`src/hdl/y2r_pkg.sv`:
```
// Shared constants, coefficients and types of the YUYV to RGB pixel converter.
package y2r_pkg;

	localparam int COEF_FRACTION_BITS = 12;
	localparam int COEF_W = COEF_FRACTION_BITS + 2;
	localparam int PROD_W = COEF_W + 10;
	localparam int SUM_W = COEF_W + 11;
	localparam longint DEC_SCALE = 100000;

	localparam int IN_DATA_W = 32;
	localparam int OUT_DATA_W = 48;
	localparam int APB_ADDR_W = 3;
	localparam int APB_DATA_W = 32;

	localparam logic [0:0] REG_CHANNEL_ORDER = 1'b0;

	localparam logic [8:0] LUMA_OFFSET = 9'd16;
	localparam logic [8:0] CHROMA_OFFSET = 9'd128;

	// Decimal constant in units of 1e-5, scaled to Q format, rounded half up.
	function automatic longint qcoef(input longint num);
		return ((num <<< COEF_FRACTION_BITS) + DEC_SCALE / 2) / DEC_SCALE;
	endfunction

	localparam logic [COEF_W-1:0] COEF_RV = COEF_W'(qcoef(128033));
	localparam logic [COEF_W-1:0] COEF_GU = COEF_W'(qcoef(21482));
	localparam logic [COEF_W-1:0] COEF_GV = COEF_W'(qcoef(38059));
	localparam logic [COEF_W-1:0] COEF_BU = COEF_W'(qcoef(221798));

	typedef struct packed {
		logic ld_s3;
		logic ld_s4;
		logic bgr;
	} y2r_ctl_t;

endpackage

```
`src/hdl/yuyv_to_rgb_pixel_converter.sv`:
```
// Top level of the YUYV macropixel to RGB888 pixel-pair converter.
//
// Input stream: one YUYV macropixel per item on s_tdata (Y0, U, Y1, V from
// the low byte up). Output stream: one item per input item, holding two
// 24-bit pixels that share the chroma, each channel clamped to 0..255. The
// APB register channel_order (address 0, bit 0) selects RGB (0) or BGR (1)
// byte order; the user writes it only while no item is in flight; not enforced.
//
// Four register stages: input register, chroma multipliers, channel sums,
// then shift, clamp and byte order. An accepted item passes them in that
// order and m_tvalid rises once it is in the output register. Throughput is
// one item per cycle while the receiver does not stall; the four multipliers
// are shared by both pixels of an item and are the only multiplier stage.
//
// Reset empties the pipeline and sets RGB order. When the receiver stalls,
// the output register holds its item and earlier stages keep filling any
// empty slots, so up to four items are held before s_tready falls.
module yuyv_to_rgb_pixel_converter (
	input  logic                               clk,
	input  logic                               arst_n,
	input  logic                               s_tvalid,
	output logic                               s_tready,
	// luma_first, chroma_u, luma_second, chroma_v
	input  logic [y2r_pkg::IN_DATA_W-1:0]      s_tdata,
	output logic                               m_tvalid,
	input  logic                               m_tready,
	// first_chan0, first_chan1, first_chan2, second_chan0, second_chan1, second_chan2
	output logic [y2r_pkg::OUT_DATA_W-1:0]     m_tdata,
	input  logic                               psel,
	input  logic                               penable,
	input  logic                               pwrite,
	input  logic [y2r_pkg::APB_ADDR_W-1:0]     paddr,
	input  logic [y2r_pkg::APB_DATA_W-1:0]     pwdata,
	output logic [y2r_pkg::APB_DATA_W-1:0]     prdata,
	output logic                               pready
);

	localparam int PW = y2r_pkg::PROD_W;

	logic channel_order_q;
	logic reg_sel;

	logic v_s1, v_s2, v_s3, v_s4;
	logic rdy1, rdy2, rdy3, rdy4;

	logic signed [8:0] luma_a_s1, luma_b_s1, chroma_u_s1, chroma_v_s1;
	logic signed [8:0] luma_a_s2, luma_b_s2;
	logic signed [PW-1:0] prod_rv_s2, prod_gu_s2, prod_gv_s2, prod_bu_s2;

	y2r_pkg::y2r_ctl_t ctl;
	logic [7:0] a_chan0, a_chan1, a_chan2, b_chan0, b_chan1, b_chan2;

	// Configuration port.
	assign pready = 1'b1;
	assign reg_sel = (paddr[y2r_pkg::APB_ADDR_W-1:2] == y2r_pkg::REG_CHANNEL_ORDER);

	always_ff @(posedge clk or negedge arst_n) begin
		if (!arst_n) begin
			channel_order_q <= 1'b0;
		end else if (psel && penable && pwrite && pready && reg_sel) begin
			channel_order_q <= pwdata[0];
		end
	end

	assign prdata = reg_sel ? {{(y2r_pkg::APB_DATA_W-1){1'b0}}, channel_order_q} : '0;

	// A stage loads when it is empty or its content moves on.
	assign rdy4 = !v_s4 || m_tready;
	assign rdy3 = !v_s3 || rdy4;
	assign rdy2 = !v_s2 || rdy3;
	assign rdy1 = !v_s1 || rdy2;
	assign s_tready = rdy1;

	always_ff @(posedge clk or negedge arst_n) begin
		if (!arst_n) begin
			v_s1 <= 1'b0;
			v_s2 <= 1'b0;
			v_s3 <= 1'b0;
			v_s4 <= 1'b0;
		end else begin
			if (rdy1) v_s1 <= s_tvalid;
			if (rdy2) v_s2 <= v_s1;
			if (rdy3) v_s3 <= v_s2;
			if (rdy4) v_s4 <= v_s3;
		end
	end

	always_ff @(posedge clk) begin
		if (rdy1 && s_tvalid) begin
			luma_a_s1 <= $signed({1'b0, s_tdata[7:0]} - y2r_pkg::LUMA_OFFSET);
			chroma_u_s1 <= $signed({1'b0, s_tdata[15:8]} - y2r_pkg::CHROMA_OFFSET);
			luma_b_s1 <= $signed({1'b0, s_tdata[23:16]} - y2r_pkg::LUMA_OFFSET);
			chroma_v_s1 <= $signed({1'b0, s_tdata[31:24]} - y2r_pkg::CHROMA_OFFSET);
		end
	end

	always_ff @(posedge clk) begin
		if (rdy2 && v_s1) begin
			luma_a_s2 <= luma_a_s1;
			luma_b_s2 <= luma_b_s1;
			prod_rv_s2 <= PW'($signed({1'b0, y2r_pkg::COEF_RV})) * PW'(chroma_v_s1);
			prod_gu_s2 <= PW'($signed({1'b0, y2r_pkg::COEF_GU})) * PW'(chroma_u_s1);
			prod_gv_s2 <= PW'($signed({1'b0, y2r_pkg::COEF_GV})) * PW'(chroma_v_s1);
			prod_bu_s2 <= PW'($signed({1'b0, y2r_pkg::COEF_BU})) * PW'(chroma_u_s1);
		end
	end

	always_comb begin
		ctl.ld_s3 = rdy3 && v_s2;
		ctl.ld_s4 = rdy4 && v_s3;
		ctl.bgr = channel_order_q;
	end

	y2r_pixel u_pix_first (
		.clk        (clk),
		.ctl        (ctl),
		.luma_s2    (luma_a_s2),
		.prod_rv_s2 (prod_rv_s2),
		.prod_gu_s2 (prod_gu_s2),
		.prod_gv_s2 (prod_gv_s2),
		.prod_bu_s2 (prod_bu_s2),
		.chan0_s4   (a_chan0),
		.chan1_s4   (a_chan1),
		.chan2_s4   (a_chan2)
	);

	y2r_pixel u_pix_second (
		.clk        (clk),
		.ctl        (ctl),
		.luma_s2    (luma_b_s2),
		.prod_rv_s2 (prod_rv_s2),
		.prod_gu_s2 (prod_gu_s2),
		.prod_gv_s2 (prod_gv_s2),
		.prod_bu_s2 (prod_bu_s2),
		.chan0_s4   (b_chan0),
		.chan1_s4   (b_chan1),
		.chan2_s4   (b_chan2)
	);

	assign m_tvalid = v_s4;
	assign m_tdata = {b_chan2, b_chan1, b_chan0, a_chan2, a_chan1, a_chan0};

endmodule

```
`src/hdl/y2r_pixel.sv`:
```
// Channel sums, floor shift, clamp and channel ordering for one pixel.
module y2r_pixel (
	input  logic                               clk,
	input  y2r_pkg::y2r_ctl_t                  ctl,
	input  logic signed [8:0]                  luma_s2,
	input  logic signed [y2r_pkg::PROD_W-1:0]  prod_rv_s2,
	input  logic signed [y2r_pkg::PROD_W-1:0]  prod_gu_s2,
	input  logic signed [y2r_pkg::PROD_W-1:0]  prod_gv_s2,
	input  logic signed [y2r_pkg::PROD_W-1:0]  prod_bu_s2,
	output logic [7:0]                         chan0_s4,
	output logic [7:0]                         chan1_s4,
	output logic [7:0]                         chan2_s4
);

	localparam int F = y2r_pkg::COEF_FRACTION_BITS;
	localparam int SW = y2r_pkg::SUM_W;

	logic signed [SW-1:0] luma_sc;
	logic signed [SW-1:0] sum_r_s3;
	logic signed [SW-1:0] sum_g_s3;
	logic signed [SW-1:0] sum_b_s3;
	logic [7:0] red;
	logic [7:0] green;
	logic [7:0] blue;

	function automatic logic [7:0] clamp_byte(input logic signed [SW-1:0] sum);
		logic [SW-F-1:0] q;
		q = sum[SW-1:F];
		if (q[SW-F-1]) begin
			return 8'd0;
		end else if (|q[SW-F-2:8]) begin
			return 8'd255;
		end
		return q[7:0];
	endfunction

	assign luma_sc = SW'(luma_s2) <<< F;

	always_ff @(posedge clk) begin
		if (ctl.ld_s3) begin
			sum_r_s3 <= luma_sc + SW'(prod_rv_s2);
			sum_g_s3 <= luma_sc - SW'(prod_gu_s2) - SW'(prod_gv_s2);
			sum_b_s3 <= luma_sc + SW'(prod_bu_s2);
		end
	end

	// Dropping the fraction bits inside clamp_byte is a floor toward minus infinity.
	always_comb begin
		red = clamp_byte(sum_r_s3);
		green = clamp_byte(sum_g_s3);
		blue = clamp_byte(sum_b_s3);
	end

	always_ff @(posedge clk) begin
		if (ctl.ld_s4) begin
			chan0_s4 <= ctl.bgr ? blue : red;
			chan1_s4 <= green;
			chan2_s4 <= ctl.bgr ? red : blue;
		end
	end

endmodule

```
`config.mk`:
```
export PLATFORM = sky130hd
export DESIGN_NAME = yuyv_to_rgb_pixel_converter
export DESIGN_NICKNAME = d
export VERILOG_FILES = /design/src/hdl/y2r_pkg.sv /design/src/hdl/yuyv_to_rgb_pixel_converter.sv /design/src/hdl/y2r_pixel.sv
export SDC_FILE = /design/constraint.sdc
export NUM_CORES = 1
export LEC_CHECK = 0
export BUFFER_PORTS_ARGS = -buffer_cell sky130_fd_sc_hd__buf_4
export CAP_MARGIN = 20
export CORE_ASPECT_RATIO = 0.75
export CORE_MARGIN = 4
export CORE_UTILIZATION = 25
export CTS_CLUSTER_DIAMETER = 30
export DETAILED_ROUTE_END_ITERATION = 8
export PLACE_DENSITY = 0.37
export SYNTH_ARGS = -nofsm -noshare
export SYNTH_HDL_FRONTEND = slang
export SYNTH_SLANG_ARGS = --single-unit
```
`constraint.sdc`:
```
create_clock -name clk -period 6.9 [get_ports clk]
set_input_delay 0.69 -clock clk [delete_from_list [all_inputs] [get_ports clk]]
set_output_delay 0.69 -clock clk [all_outputs]
set_load 0.02 [all_outputs]
```
==> results of run 1 <==
-- power by group through the flow --
stage                     Sequential [uW]  Clock, uW  Combinational, uW
final                                2700       3050               5320
after detailed placement             2740          0               5360
after global placement               2740          0               5340
after global routing                 2760       3240               6070
after floorplan                      2660          0               3750
after CTS                            2720       3150               5400
-- worst max-delay path, cell delays in order, from the launching register on --
cell	delay (ps)
edfxtp_1	570
fa_1	630
ha_1	310
inv_1	50
fa_1	540
inv_1	60
fa_1	430
fa_1	450
ha_1	230
a2111o_1	380
a31oi_1	290
o31a_1	270
o2111a_1	310
o21ai_2	120
a31oi_1	270
o21bai_1	110
xor2_1	140
-- metal layers --
metal / global-route usage / vias to the layer above / wire length (microns)
met5: 0 / - / 0
met4: 0.0362 / 0 / 1060
met3: 0.0276 / 67 / 1960
met2: 0.163 / 202 / 17900
met1: 0.178 / 5638 / 23700
li1: - / 5959 / -
-- flip-flops by register name, summed over array words and instances (netlist names), 8 cells and up --
name,flops
prod_gv_s2,21
prod_gu_s2,15
prod_bu_s2,13
u_pix_first.sum_b_s3,13
u_pix_second.sum_b_s3,13
u_pix_first.sum_r_s3,12
u_pix_second.sum_r_s3,12
prod_rv_s2,11
u_pix_first.sum_g_s3,11
u_pix_second.sum_g_s3,11
luma_a_s1,9
luma_a_s2,9
luma_b_s1,9
luma_b_s2,9
chroma_u_s1,8
chroma_v_s1,8
u_pix_first.chan0_s4,8
u_pix_first.chan1_s4,8
u_pix_first.chan2_s4,8
u_pix_second.chan0_s4,8
u_pix_second.chan1_s4,8
u_pix_second.chan2_s4,8
-- synth_stat cells, types with 11 or more instances --
master    instances  area share
edfxtp_1        232        0.38
nand2b_1         16      0.0054
nor2_1           91       0.019
o41ai_1          17      0.0081
ha_1            296        0.20
mux2i_1          36       0.020
inv_1           255       0.052
a21boi_0         11      0.0045
buf_4            32       0.013
fa_1             97        0.11
a21oi_1          66       0.018
nand2_1          46      0.0094
nor3_1           24      0.0065
a31oi_1          25      0.0085
a21o_1           32       0.013
xor2_1           28       0.013
xnor2_1          76       0.036
o21bai_1         12      0.0049
o21ai_0          42       0.011
nand3_1          17      0.0046
nor2b_1          14      0.0048
-- metrics by stage --
step | setup WS (ps) | hold slack, ps
6_report | 1480 | 273
5_1_grt | 1150 | 234
4_1_cts | 1390 | 226
3_5_place_dp | 1400 | 405
3_3_place_gp | 1380 | 403
2_1_floorplan | 1810 | 394
-- worst paths after layout --
kind	startpoint	to	slack [ps]
min in group asynchronous	arst_n	channel_order_q$_DFFE_PN0P_	440
max in group asynchronous	arst_n	channel_order_q$_DFFE_PN0P_	6340
hold / removal	s_tdata[17]	luma_b_s1[1]$_DFFE_PP_	270
setup reg to reg	chroma_v_s1[3]$_DFFE_PP_	prod_rv_s2[21]$_DFFE_PP_	1480
setup / recovery	chroma_v_s1[3]$_DFFE_PP_	prod_rv_s2[21]$_DFFE_PP_	1480
hold reg to reg	luma_b_s1[4]$_DFFE_PP_	luma_b_s2[4]$_DFFE_PP_	420
-- logic make-up (layout without fill, tap and decap cells) --
kind of cell,after synthesis,after routing,share of synthesized area
DFF,237,237,0.385
buffers and inverters,303,480,0.0683
adders and majority gates,393,393,0.307
xor gates and xnor gates,104,104,0.0495
AOI/OAI and AO/OA,272,272,0.0996
other,2,32,0.000408
and+or+nand+nor,263,263,0.0695
muxes,38,38,0.0208
-- layout make-up --
class,instances,area [sq um]
Timing Repair Buffer,99,746
Multi-Input combinational cell,1102,10200
Sequential cell,237,7090
Fill cell,7428,49900
Tap cell,957,1200
Inverter,255,957
Clock buffer,78,1760
Clock inverter,48,514
-- what timing repair did --
action	4_1_cts	5_1_grt
setup endpoints to repair	0	0
buffers inserted	0	0
endpoints found under the hold margin	5	0
hold buffers	1	0
-- cell usage in the layout, fill, tap and decap left out, types with 9 or more instances in the layout --
| master | instances |
|---|---|
| clkinv_1 | 16 |
| nor2b_1 | 13 |
| edfxtp_1 | 232 |
| o21bai_1 | 12 |
| nand3_1 | 17 |
| ha_1 | 296 |
| nand2_1 | 46 |
| xnor2_1 | 76 |
| mux2i_1 | 36 |
| o21ai_0 | 42 |
| conb_1 | 32 |
| a21boi_0 | 11 |
| nor4_1 | 10 |
| nor2_1 | 91 |
| fa_1 | 97 |
| a31oi_1 | 25 |
| buf_4 | 98 |
| clkbuf_1 | 9 |
| o41ai_1 | 17 |
| nor3_1 | 24 |
| clkbuf_16 | 69 |
| a21o_1 | 32 |
| inv_1 | 255 |
| xor2_1 | 28 |
| clkinv_2 | 13 |
| or2_2 | 9 |
| nand2b_1 | 16 |
| a21oi_1 | 66 |
==> flow_summary.yaml, run 1 <==
detailed_routing:
  wire_per_inst_microns: 16.1
  viasPerCell: 4.27
  ant_nets: 0
  drc: 0
  totalWireLength_mm: 44.6
  drt_iter0_markers: 577
  num_vias: 11900
  drt_pre_antenna_iters: 5
timing:
  rsz0062_at_grt: "false"
  finalHoldViolCount: 0
  worst_pin_slew_ps: 974
  period_minus_slack_ps: 5420
  clock_skew_ps: 24.8
  fmax_mhz: 185
  period_share: 0.785
  setup_tns_ps: 0
  setup_viol: 0
  slew_violations: 0
  slew_headroom: 0.351
setup_path:
  crit_path_end_kind: "flop"
  start_kind: "flop"
  cp.required_ps: 7240
  cp.arrival_ps: 5750
  cp_max_fo: 7
  path_class: "reg2reg"
  worst_r2r_path_depth: 16
placed_design:
  port_buffers: 91
  dp_hpwl_mm: 35.8
  dpl_cell_area_sq_um: 20200
  place.gp.congestion: 0.775
  dp_cells: 2649
clock_tree:
  htree_levels: 3
  cts_buffer_depth: 3
  tritoncts: "built"
  cts_buffers: 69
  clock_latency_ps: 590
  ctsResizeCount: 0
  cts-root-buf: "clkbuf_16"
  cts_sinks: 237
  clkTransAtPathRegs_ps: 40
power:
  pwr-share-clk: 0.276
  p_sw_uw: 4420
  p_int_uw: 6650
  vdd_drop_max_uv: 191
  p_leak_uw: 0.0101
  finalPower_uw: 11100
  seqPwrFrac: 0.244
  p_comb_frac: 0.480
  switching_share: 0.399
  power_density_nw_per_um2: 493
synthesis:
  synth_edf_count: 232
  syn_avg_cell_area_sq_um: 11.4
  yosysSeqAreaShare: 0.385
  synthFlopType: "edfxtp_1"
  synth_area_sq_um: 18400
  synth_cell_types: 68
  postSynth.asyncResetShare: 0.0211
  yosys_warnings: 0
  syn_inst: 1612
  synth-seq-cells: 237
min_path:
  worstHoldPathCells: 1
  hold_path_class: "in2reg"
grt:
  grt_antenna_before_repair: 1
  grt_pass1_wl_mm: 70.8
  grt.overflow.total: 0
  track_usage: 0.118
  grt_max_degree: 73
  grt_pass1_vias: 12200
final_layout:
  fin_cells: 2776
  num_antenna_cells: 0
  area.growth.synth_to_final_pct: 22.0
  nets: 2231
  final_util: 0.310
  drive_gt1_frac: 0.125
  final_design_area_no_fill_sq_um: 22500
die:
  rows: 85
  dieArea_sq_um: 78100
  die_w_microns: 321
  start_util: 0.255
  die_h_microns: 243
  core_area_sq_um: 72300
  io-pin-count: 157
run_status:
  outcome: "complete, no violations"
job:
  cap_violations: 0
Note: power is estimated with default switching activity, not from simulation.
==> run 2, diff against run 1 <==
Settings changed: PLACE_DENSITY 0.37 to 0.38.
Clock period 6.9 ns to 4.5 ns, I/O delays scaled along.
==> run 2 against run 1 <==
Net effect:
- the run now ends with negative setup slack left
- setup slack got worse by 1700 ps
- final cell count up 4.5%
- register-to-register slack got worse by 1700 ps
- final area grew 7.7%
- non-clock buffer count rose by 137
- critical endpoint unchanged
- largest power group unchanged
==> flow_summary.yaml, run 2 (synthesis results as in run 1) <==
final_layout:
  reg_top3: "prod_gv_s2: 21 flops, prod_gu_s2: 15 flops"
  regMostFlops: "prod_gv_s2"
  final_cell_mix: "255 x ha_1, 236 x inv_1, 232 x edfxtp_1"
  num_antenna_cells: 0
  area.growth.synth_to_final_pct: 31.4
  layout_commonest_cell: "ha_1"
  nets: 2360
  largest_reg_flops: 21
  final_design_area_no_fill_sq_um: 24200
  drive_gt1_frac: 0.240
setup_path:
  critPathSlowestCell: "fa_2"
  cp.arrival_ps: 5060
  cp_common_cell: "ha_4"
  cp.depth: 16
  path_class: "reg2reg"
  cp_cell_sequence: "fa_2, ha_4, inv_2, fa_1, inv_2, fa_2, ha_4, ha_4, a2111o_1, a31oi_4, o31a_1, o2111a_2, o21ai_4, a31oi_2, o21bai_1, xor2_1"
  cp.required_ps: 4860
  start_kind: "flop"
  crit_path_end_kind: "flop"
  worst_r2r_path_depth: 16
  max_stage_delay_ps: 560
  reg2reg_slack_ps: -200
  cp_max_fo: 3
  cp_top_family: "adder cells"
  critPathBufInv: 2
timing:
  worst_pin_slew_ps: 948
  setup_ws_ps: -200
  period_share: 1.04
  clock_skew_ps: 57.1
  slew_violations: 0
  setup_viol: 10
  fmax_mhz: 213
  holdWs_ps: 45.7
  period_minus_slack_ps: 4700
  slew_headroom: 0.368
  finalHoldViolCount: 0
  rsz0062_at_grt: "true"
clock_tree:
  cts_buffer_depth: 3
  clock_latency_ps: 630
  tritoncts: "built"
  cts_buffers: 61
  clkTransAtPathRegs_ps: 50
  cts-root-buf: "clkbuf_16"
  cts_sinks: 237
  htree_levels: 2
grt:
  track_usage: 0.117
  grt_max_degree: 73
  grt.overflow.total: 0
  grt_pass1_wl_mm: 71.7
  grt_pass1_vias: 12700
  grt_antenna_before_repair: 0
run_status:
  violations: "negative setup slack"
  outcome: "finished, violations left"
detailed_routing:
  viasPerCell: 4.27
  num_vias: 12400
  ant_nets: 0
  totalWireLength_mm: 46.1
  drc: 0
  drt_pre_antenna_iters: 5
  wire_per_inst_microns: 15.9
  drt_iter0_markers: 540
power:
  power_density_nw_per_um2: 745
  p_int_uw: 10800
  vdd_drop_max_uv: 355
  seqPwrFrac: 0.227
  p_sw_uw: 7200
  p_comb_frac: 0.536
  finalPower_uw: 18000
  p_leak_uw: 0.0107
  pwr-share-clk: 0.237
  switching_share: 0.399
placed_design:
  dp_hpwl_mm: 37.2
  pre_cts_ws_ps: -379
  place.gp.congestion: 0.764
  dpl_cell_area_sq_um: 21100
  port_buffers: 91
die:
  rows: 85
  io-pin-count: 157
  start_util: 0.255
  dieArea_sq_um: 78100
  die_w_microns: 321
  core_area_sq_um: 72300
  die_h_microns: 243
min_path:
  worstHoldPathCells: 1
  hold_path_class: "in2reg"
job:
  cap_violations: 0
## run 2: cell types whose count changed in the layout (fill, tap and decap cells not counted), sizes merged
cell | before | now
clkinv | 33 | 32
clkinvlp | 5 | 8
dlygate4sd3 | 1 | 16
bufinv | 7 | 6
inv | 258 | 260
buf | 98 | 220
clkbuf | 78 | 64
## run 2: worst reg2reg max path, delay by kind of cell, from the launching register on
family | cells | cell delay [ps]
buffers and inverters | 2 | 70
adders and majority gates | 6 | 2340
AOI/OAI and AO/OA | 7 | 1460
xor gates and xnor gates | 1 | 150
DFF | 1 | 420
## run 2: stage by stage
stage                     utilization  setup TNS, ps  cells
after global placement          0.292          -4020   2745
after detailed placement        0.292          -4660   2745
after floorplan                     -           -653   1642
after CTS                       0.328          -1520   2892
final                           0.335           -810   2902
after global routing            0.335          -4150   2902
## run 2: final timing paths
kind                                           from                          end
max                        chroma_v_s1[4]$_DFFE_PP_     prod_rv_s2[21]$_DFFE_PP_
min                                      s_tdata[0]       luma_a_s1[0]$_DFFE_PP_
max reg2reg                chroma_v_s1[4]$_DFFE_PP_     prod_rv_s2[21]$_DFFE_PP_
min reg2reg                  luma_b_s1[3]$_DFFE_PP_       luma_b_s2[3]$_DFFE_PP_
max in group asynchronous                    arst_n  channel_order_q$_DFFE_PN0P_
min in group asynchronous                    arst_n             v_s1$_DFFE_PN0N_
## run 2: metal layers
metal / share of wire / global-route usage / wire (microns) / vias to the layer above
met3: 0.041 / 0.0233 / 1910 / 69
met4: 0.025 / 0.0374 / 1130 / 0
li1: - / - / - / 6234
met2: 0.41 / 0.168 / 18900 / 193
met5: 0 / 0 / 0 / -
met1: 0.52 / 0.177 / 24100 / 5901
## run 2: cell type report
cell class                 instances  area (sq um)
inverter                         255           963
multi-input combinational       1102         11000
tap                              957          1200
clock inverter                    51           526
clock buffer                      64          1540
timing repair buffer             236          1880
sequential                       237          7090
fill                            7302         48100
## run 2: power by group through the flow
| stage | logic (uW) | clock network, uW | registers [uW] |
|---|---|---|---|
| finish | 9660 | 4270 | 4100 |
| global route | 10900 | 4540 | 4180 |
| CTS | 9320 | 4400 | 4120 |
| detailed placement | 8940 | 0 | 4160 |
| global placement | 8890 | 0 | 4150 |
| floorplan | 6030 | 0 | 4080 |
## run 2: timing repair
item	in CTS	in global routing
setup endpoints to repair	24	30
setup buffers	17	15
gates resized for setup	46	81
endpoints found under the hold margin	19	1
pin swaps	44	49
hold buffers	15	1
